==> src/design/vdu_pkg.sv <==
`timescale 1ns / 1ps
// ----------------------------------------------------------------------------
// vdu_pkg
// Types and constants shared by the front end, the queue and the back end
// of the vector distance unit.
// ----------------------------------------------------------------------------
package vdu_pkg;

  localparam int COORD_W  = 16;
  localparam int MAG_W    = 16;
  localparam int SQ_W     = 2 * MAG_W;
  localparam int ACC_W    = 48;
  localparam int DIST_W   = 24;
  localparam int METRIC_W = 2;

  // One square root step resolves one result bit, two accumulator bits.
  localparam int SQRT_STEPS = ACC_W / 2;
  localparam int STEP_W     = $clog2(SQRT_STEPS);

  localparam logic [ACC_W-1:0]  ACC_MAX  = {ACC_W{1'b1}};
  localparam logic [DIST_W-1:0] DIST_MAX = {DIST_W{1'b1}};

  localparam logic [METRIC_W-1:0] METRIC_EUCLIDEAN = 2'd0;
  localparam logic [METRIC_W-1:0] METRIC_MANHATTAN = 2'd1;
  localparam logic [METRIC_W-1:0] METRIC_CHEBYSHEV = 2'd2;

  // One classified request as it travels from the front end to the back end.
  typedef struct packed {
    logic [SQ_W-1:0]     sq;
    logic [MAG_W-1:0]    mag;
    logic [METRIC_W-1:0] metric;
    logic                last;
  } entry_t;

  // Head of the queue as seen by the back end.
  typedef struct packed {
    logic   valid;
    entry_t entry;
  } head_t;

endpackage

==> src/design/vdu_front.sv <==
`timescale 1ns / 1ps
// ----------------------------------------------------------------------------
// vdu_front
// Accepts coordinate pairs, forms the absolute difference and its square,
// and tags each request with the metric in force when it arrived.
// ----------------------------------------------------------------------------
module vdu_front (
  input  logic                                  clk,
  input  logic                                  rst,
  input  logic                                  in_valid,
  output logic                                  in_ready,
  input  logic signed [vdu_pkg::COORD_W-1:0]    coord_a,
  input  logic signed [vdu_pkg::COORD_W-1:0]    coord_b,
  input  logic                                  last,
  input  logic        [vdu_pkg::METRIC_W-1:0]   metric,
  output logic                                  push,
  output vdu_pkg::entry_t                       push_entry,
  input  logic                                  push_ready
);

  logic signed [vdu_pkg::COORD_W:0]   diff;
  logic        [vdu_pkg::COORD_W:0]   diff_neg;
  logic        [vdu_pkg::MAG_W-1:0]   mag_in;

  logic                               s_valid;
  logic        [vdu_pkg::MAG_W-1:0]   s_mag;
  logic        [vdu_pkg::METRIC_W-1:0] s_metric;
  logic                               s_last;

  // The difference needs seventeen bits; its magnitude fits in sixteen.
  assign diff     = {coord_a[vdu_pkg::COORD_W-1], coord_a}
                  - {coord_b[vdu_pkg::COORD_W-1], coord_b};
  assign diff_neg = -diff;
  assign mag_in   = diff[vdu_pkg::COORD_W] ? diff_neg[vdu_pkg::MAG_W-1:0]
                                           : diff[vdu_pkg::MAG_W-1:0];

  assign push     = s_valid && push_ready;
  assign in_ready = !s_valid || push_ready;

  always_comb begin
    push_entry.sq     = s_mag * s_mag;
    push_entry.mag    = s_mag;
    push_entry.metric = s_metric;
    push_entry.last   = s_last;
  end

  always_ff @(posedge clk) begin
    if (rst) begin
      s_valid <= 1'b0;
    end else if (in_ready) begin
      s_valid <= in_valid;
    end
    if (in_valid && in_ready) begin
      s_mag    <= mag_in;
      s_metric <= metric;
      s_last   <= last;
    end
  end

endmodule

==> src/design/vdu_queue.sv <==
`timescale 1ns / 1ps
// ----------------------------------------------------------------------------
// vdu_queue
// Two-entry queue between the front end and the back end, so that either
// side may stall without holding up the other at once.
// ----------------------------------------------------------------------------
module vdu_queue (
  input  logic            clk,
  input  logic            rst,
  input  logic            push,
  input  vdu_pkg::entry_t push_entry,
  output logic            push_ready,
  input  logic            pop,
  output vdu_pkg::head_t  head
);

  vdu_pkg::entry_t slot [2];
  logic [1:0]      count;

  assign push_ready = (count != 2'd2) || pop;
  assign head.valid = (count != 2'd0);
  assign head.entry = slot[0];

  always_ff @(posedge clk) begin
    if (rst) begin
      count <= 2'd0;
    end else begin
      if (push && !pop) begin
        count <= count + 2'd1;
      end else if (pop && !push) begin
        count <= count - 2'd1;
      end
    end
    if (push && pop) begin
      if (count == 2'd1) begin
        slot[0] <= push_entry;
      end else begin
        slot[0] <= slot[1];
        slot[1] <= push_entry;
      end
    end else if (pop) begin
      slot[0] <= slot[1];
    end else if (push) begin
      slot[count[0]] <= push_entry;
    end
  end

`ifndef SYNTHESIS
  a_count_range: assert property (@(posedge clk) disable iff (rst) count != 2'd3)
    else $error("queue count out of range");
  a_no_pop_empty: assert property (@(posedge clk) disable iff (rst)
    pop |-> head.valid)
    else $error("pop from an empty queue");
`endif

endmodule

==> src/design/vdu_back.sv <==
`timescale 1ns / 1ps
// ----------------------------------------------------------------------------
// vdu_back
// Folds each request into the accumulator, takes the square root for the
// Euclidean metric bit by bit, and holds the result for the receiver.
// ----------------------------------------------------------------------------
module vdu_back (
  input  logic                           clk,
  input  logic                           rst,
  input  vdu_pkg::head_t                 head,
  output logic                           pop,
  output logic                           out_valid,
  input  logic                           out_ready,
  output logic [vdu_pkg::DIST_W-1:0]     distance
);

  typedef enum logic {ST_RUN, ST_SQRT} state_t;

  state_t                         state;
  logic [vdu_pkg::ACC_W-1:0]      acc;
  logic [vdu_pkg::ACC_W-1:0]      acc_next;
  logic [vdu_pkg::ACC_W:0]        sum_sq;
  logic [vdu_pkg::ACC_W:0]        sum_mag;
  logic [vdu_pkg::ACC_W-1:0]      mag_ext;
  logic                           pop_ready;
  logic                           load_result;

  logic [vdu_pkg::ACC_W-1:0]      rem;
  logic [vdu_pkg::ACC_W-1:0]      root;
  logic [vdu_pkg::STEP_W-1:0]     step;
  logic [vdu_pkg::ACC_W-1:0]      bit_w;
  logic [vdu_pkg::ACC_W-1:0]      trial;
  logic [vdu_pkg::ACC_W-1:0]      rem_next;
  logic [vdu_pkg::ACC_W-1:0]      root_next;

  assign mag_ext = {{(vdu_pkg::ACC_W - vdu_pkg::MAG_W){1'b0}}, head.entry.mag};
  assign sum_sq  = {1'b0, acc}
                 + {{(vdu_pkg::ACC_W + 1 - vdu_pkg::SQ_W){1'b0}}, head.entry.sq};
  assign sum_mag = {1'b0, acc} + {1'b0, mag_ext};

  always_comb begin
    case (head.entry.metric)
      vdu_pkg::METRIC_EUCLIDEAN: begin
        acc_next = sum_sq[vdu_pkg::ACC_W] ? vdu_pkg::ACC_MAX
                                          : sum_sq[vdu_pkg::ACC_W-1:0];
      end
      vdu_pkg::METRIC_MANHATTAN: begin
        acc_next = sum_mag[vdu_pkg::ACC_W] ? vdu_pkg::ACC_MAX
                                           : sum_mag[vdu_pkg::ACC_W-1:0];
      end
      default: begin
        acc_next = (mag_ext > acc) ? mag_ext : acc;
      end
    endcase
  end

  // A closing request needs the output register free, since it either
  // fills it now or leaves it to the square root, which nothing else touches.
  assign pop_ready = (state == ST_RUN)
                   && (!head.entry.last || !out_valid || out_ready);
  assign pop       = head.valid && pop_ready;

  // The output register loads a closing Manhattan or Chebyshev request at
  // once, or the root after its final step.
  assign load_result = (pop && head.entry.last
                        && (head.entry.metric != vdu_pkg::METRIC_EUCLIDEAN))
                     || ((state == ST_SQRT) && (step == '0));

  // One step of the digit-by-digit square root.
  always_comb begin
    bit_w = {{(vdu_pkg::ACC_W - 1){1'b0}}, 1'b1} << {step, 1'b0};
    trial = root + bit_w;
    if (rem >= trial) begin
      rem_next  = rem - trial;
      root_next = (root >> 1) + bit_w;
    end else begin
      rem_next  = rem;
      root_next = root >> 1;
    end
  end

  always_ff @(posedge clk) begin
    if (rst) begin
      state     <= ST_RUN;
      acc       <= '0;
      out_valid <= 1'b0;
    end else begin
      if (load_result) begin
        out_valid <= 1'b1;
      end else if (out_valid && out_ready) begin
        out_valid <= 1'b0;
      end
      case (state)
        ST_RUN: begin
          if (pop) begin
            if (!head.entry.last) begin
              acc <= acc_next;
            end else begin
              acc <= '0;
              if (head.entry.metric == vdu_pkg::METRIC_EUCLIDEAN) begin
                rem   <= acc_next;
                root  <= '0;
                step  <= vdu_pkg::STEP_W'(vdu_pkg::SQRT_STEPS - 1);
                state <= ST_SQRT;
              end else begin
                distance <= (|acc_next[vdu_pkg::ACC_W-1:vdu_pkg::DIST_W])
                          ? vdu_pkg::DIST_MAX : acc_next[vdu_pkg::DIST_W-1:0];
              end
            end
          end
        end
        ST_SQRT: begin
          rem  <= rem_next;
          root <= root_next;
          if (step == '0) begin
            distance <= root_next[vdu_pkg::DIST_W-1:0];
            state    <= ST_RUN;
          end else begin
            step <= step - 1'b1;
          end
        end
        default: begin
          state <= ST_RUN;
        end
      endcase
    end
  end

`ifndef SYNTHESIS
  a_sqrt_no_result: assert property (@(posedge clk) disable iff (rst)
    (state == ST_SQRT) |-> !out_valid)
    else $error("result pending while square root runs");
  a_sqrt_no_pop: assert property (@(posedge clk) disable iff (rst)
    (state == ST_SQRT) |-> !pop)
    else $error("request taken while square root runs");
  a_clear_after_last: assert property (@(posedge clk) disable iff (rst)
    (pop && head.entry.last) |=> (acc == '0))
    else $error("accumulator not cleared after closing request");
`endif

endmodule

==> src/design/vector_distance_unit.sv <==
`timescale 1ns / 1ps
// ----------------------------------------------------------------------------
// vector_distance_unit
// Streaming Euclidean, Manhattan or Chebyshev distance between two vectors.
// ----------------------------------------------------------------------------
// Usage: each input request carries one signed Q8.8 coordinate of each
// vector and a last flag, on a valid/ready channel. The request with last
// set closes the vector and yields one distance (unsigned Q16.8, saturated)
// on the output valid/ready channel; other requests yield nothing.
// The metric register is written through cfg_wr_en/cfg_wr_data while idle;
// it is 0 after reset (Euclidean, 1 Manhattan, 2 or 3 Chebyshev).
// Throughput: one coordinate pair per cycle while the vector streams and
// the back end does not stall. A closing Manhattan or Chebyshev request
// passes the front-end register and the queue into the output register;
// a Euclidean one goes to the square root, which resolves one root bit per
// cycle, while the front end and the two-entry queue take up to three requests.
// Reset clears the accumulator, the queue and any pending result.
// If the receiver stalls, the result waits in the output register; the
// block keeps accumulating the next vector and stalls only on a second
// closing request.
// ----------------------------------------------------------------------------
module vector_distance_unit (
  input  logic                                 clk,
  input  logic                                 rst,
  input  logic                                 cfg_wr_en,
  input  logic        [vdu_pkg::METRIC_W-1:0]  cfg_wr_data,
  input  logic                                 in_valid,
  output logic                                 in_ready,
  input  logic signed [vdu_pkg::COORD_W-1:0]   coord_a,
  input  logic signed [vdu_pkg::COORD_W-1:0]   coord_b,
  input  logic                                 last,
  output logic                                 out_valid,
  input  logic                                 out_ready,
  output logic        [vdu_pkg::DIST_W-1:0]    distance
);

  logic [vdu_pkg::METRIC_W-1:0] metric;
  logic                         push;
  logic                         push_ready;
  vdu_pkg::entry_t              push_entry;
  logic                         pop;
  vdu_pkg::head_t               head;

  always_ff @(posedge clk) begin
    if (rst) begin
      metric <= vdu_pkg::METRIC_EUCLIDEAN;
    end else if (cfg_wr_en) begin
      metric <= cfg_wr_data;
    end
  end

  vdu_front u_front (
    .clk        (clk),
    .rst        (rst),
    .in_valid   (in_valid),
    .in_ready   (in_ready),
    .coord_a    (coord_a),
    .coord_b    (coord_b),
    .last       (last),
    .metric     (metric),
    .push       (push),
    .push_entry (push_entry),
    .push_ready (push_ready)
  );

  vdu_queue u_queue (
    .clk        (clk),
    .rst        (rst),
    .push       (push),
    .push_entry (push_entry),
    .push_ready (push_ready),
    .pop        (pop),
    .head       (head)
  );

  vdu_back u_back (
    .clk       (clk),
    .rst       (rst),
    .head      (head),
    .pop       (pop),
    .out_valid (out_valid),
    .out_ready (out_ready),
    .distance  (distance)
  );

endmodule

==> config.mk <==
export PLATFORM = sky130hd
export DESIGN_NAME = vector_distance_unit
export DESIGN_NICKNAME = d
export VERILOG_FILES = /design/src/design/vdu_pkg.sv /design/src/design/vdu_front.sv /design/src/design/vdu_queue.sv /design/src/design/vdu_back.sv /design/src/design/vector_distance_unit.sv
export SDC_FILE = /design/constraint.sdc
export NUM_CORES = 2
export LEC_CHECK = 0
export ABC_CLOCK_PERIOD_IN_PS = 22200
export BUFFER_PORTS_ARGS = -buffer_cell sky130_fd_sc_hd__buf_2
export CAP_MARGIN = 20
export CORE_UTILIZATION = 25
export DETAILED_ROUTE_END_ITERATION = 12
export SYNTH_ARGS = -nofsm -noshare
export SYNTH_HDL_FRONTEND = slang
export SYNTH_HIERARCHICAL = 1
export SYNTH_SLANG_ARGS = --single-unit
==> constraint.sdc <==
create_clock -name clk -period 22.2 [get_ports clk]
set_input_delay 1.11 -clock clk [delete_from_list [all_inputs] [get_ports clk]]
set_output_delay 1.11 -clock clk [all_outputs]
set_load 0.05 [all_outputs]
==> flow_summary_export.csv <==
group,metric,value,unit
status,outcome,"finished, final reports clean",
die,num_rows,130,
route,drt-initial-drc-count,2180,
final_layout,layout-drive-gt1-share,9.37,%
synthesis,yosys_most_used_dff,"edfxtp_1",
placement,place.gp.congestion,0.954,
clocking,cts.sinks,301,
die,die_w,358,microns
timing,grt_setup_unrepaired,"false",
final_layout,fin_nets,3978,
route,vias_per_cell,5.04,
route,avgRoutedWirePerCell,17.9,microns
final_layout,area_growth,10.2,%
synthesis,netlist_instances,3531,
clocking,cts_setup_buffers,0,
die,initial_utilization,25.2,%
grt,gr-max-usage-layer,"met2",
final_layout,utilization,27.7,%
clocking,cts-root-buf,"clkbuf_16",
timing,fmax,0.127,GHz
timing,slew_violations,0,
grt,antenna_found_initial,1,
timing,hold_viol_final,0,
final_layout,multiInputGateArea,21100,sq um
synthesis,netlist_area,31600,sq um
setup_path,worstPathMaxFanout,61,
grt,use_met3,1.95,%
setup_path,crit_required,22400,ps
synthesis,syn_nets,4025,
final_layout,final-seq-area,8490,sq um
route,detail-route-antenna-nets,0,
setup_path,crit_type,"register to register",
grt,grt_usage,14.3,%
route,finalWirelength,92300,microns
setup_path,arrival,8040,ps
synthesis,ys_ff_latch,301,
die,io_pins,66,
setup_path,startpoint_type,"register",
grt,grt_overflow,0,
clocking,clk_latency,590,ps
route,firstDrtPassIters,6,
clocking,postCtsHoldBufs,0,
timing,setup_viol,0,
route,route.vias.total,26000,
timing,fin_tns_setup,0,ps
grt,first_global_vias,25600,
final_layout,final_cell_mix,"349 x inv_1, 316 x nor2_1, 288 x ha_1, 260 x nand2_1, 246 x edfxtp_1",
synthesis,async_reset_ff_share,0,%
synthesis,yosysUniqueCellTypes,113,
synthesis,ys_warn_count,6,
die,die_h,358,microns
die,die-area,128000,sq um
timing,tightest_slew,1320,ps
final_layout,num-fill-cells,13400,
grt,grt_pass1_wl,145000,microns
clocking,cts_tree,"built",
clocking,cts_buffers,38,
grt,met2_usage,23.1,%
final_layout,final_common_cell,"inv_1",
timing,finalCritPeriodShare,35.3,%
setup_path,endpoint_kind,"register",
clocking,clk_pin_slew,60,ps
timing,period_minus_slack,7850,ps
die,coreArea,126000,sq um
grt,grtUsageMet1,19.2,%
timing,skew,39.7,ps
placement,hpwlAfterDp,71200,microns
clocking,h-tree-depth,2,
hold_path,hold_path_class,"register to register",
job,maxCapViolCount,0,
route,drcViolationCount,0,
synthesis,avgSynthCellArea,8.95,sq um
placement,io_buffers,65,
synthesis,yosysSeqAreaShare,26.9,%
timing,slew_headroom,11.3,%
synthesis,synth-edff-count,246,
final_layout,diodes,0,
grt,grt_max_degree,69,
clocking,cts_resized,0,
clocking,cts_buffer_depth,3,
layout make-up:
| type | count | area share [%] |
|---|---|---|
| well taps | 1650 | 5.93 |
| clock buffers | 50 | 3.10 |
| repair buffers | 102 | 1.76 |
| flip-flops and latches | 301 | 24.4 |
| multi-input cells | 2689 | 60.5 |
| inverters | 352 | 3.79 |
| clock inverters | 19 | 0.528 |
layer usage:
layer	up-vias	wire length, microns
met5	-	0
met4	0	3620
met3	150	5470
met2	788	41600
met1	12700	41600
li1	12400	-
synthesized netlist by cell type, types with 63 or more instances:
library cell | instances | share of area (%)
a21o_1 | 83 | 2.0
a21oi_1 | 211 | 3.3
and2_1 | 63 | 1.2
clkbuf_1 | 156 | 1.9
edfxtp_1 | 246 | 23
fa_1 | 166 | 11
ha_1 | 288 | 11
inv_1 | 351 | 4.2
mux2_2 | 68 | 2.4
nand2_1 | 260 | 3.1
nor2_1 | 317 | 3.8
nor3_1 | 71 | 1.1
o21ai_0 | 171 | 2.7
xnor2_1 | 124 | 3.4
xor2_1 | 113 | 3.1
flip-flops by register name, indices dropped and copies added (netlist names):
signal and count:
metric 2, u_back/rem 48, u_back/acc 48, u_back/root 48, u_back/step 5, u_queue/slot 102
u_front/s_last 1, u_back/distance 24, u_front/s_valid 1, u_back/state 1, u_back/out_valid 1, u_queue/count 2
u_front/s_metric 2, u_front/s_mag 16
cells by family (layout without fill, tap and decap cells):
logic type      after synthesis  count (layout)  synth area share, %
flops                       301             301                 26.9
compound gates              885             885                 18.9
other cells                   1               1               0.0119
mux                          95              95                 3.28
simple gates               1013            1013                 15.6
buf+inv                     541             523                 6.68
fa+ha+maj                   458             458                 22.0
xor+xnor                    237             237                 6.57
worst max-delay path: stages, from the launching register on:
cell and delay, ps:
edfxtp_1 450, inv_1 150, ha_1 230, nand2b_1 110, nor3_1 620, ha_1 350, ha_1 220, and2_1 160
o211ai_1 80, a211o_1 360, a31oi_1 300, o41a_1 220, o21ai_0 170, a31oi_1 280, o21ai_0 210, o311ai_0 340
nand2_1 110, xor2_1 160, ha_1 350, nand4_1 160, nor4_1 320, o21ai_0 200, o21bai_4 140, buf_4 510
inv_1 390, a21oi_4 220, buf_4 590
worst paths after layout:
| check | slack, ps | cells after the start | end | from |
|---|---|---|---|---|
| max | 14350 | 26 | u_back/rem[6]$_DFFE_PP_ | u_back/step[0]$_SDFFCE_PN1P_ |
| max reg2reg | 14350 | 26 | u_back/rem[6]$_DFFE_PP_ | u_back/step[0]$_SDFFCE_PN1P_ |
| min | 430 | 0 | u_front/s_metric[1]$_DFFE_PP_ | metric[1]$_SDFFE_PP0P_ |
| min reg2reg | 430 | 0 | u_front/s_metric[1]$_DFFE_PP_ | metric[1]$_SDFFE_PP0P_ |
stage by stage:
| step | cells | setup WS [ps] | instance area (sq um) | hold slack (ps) |
|---|---|---|---|---|
| after floorplan | 3531 | 14350 | 31600 | 408 |
| after detailed placement | 5091 | 14380 | 33500 | 417 |
| after global placement | 5089 | 14600 | 33500 | 425 |
| final | 5163 | 14350 | 34800 | 433 |
| after CTS | 5160 | 14290 | 34800 | 436 |
| after global routing | 5163 | 13760 | 34800 | 456 |
Power is not shown: default switching activity piles up to over one toggle a cycle in this logic, so the estimate is an artifact.
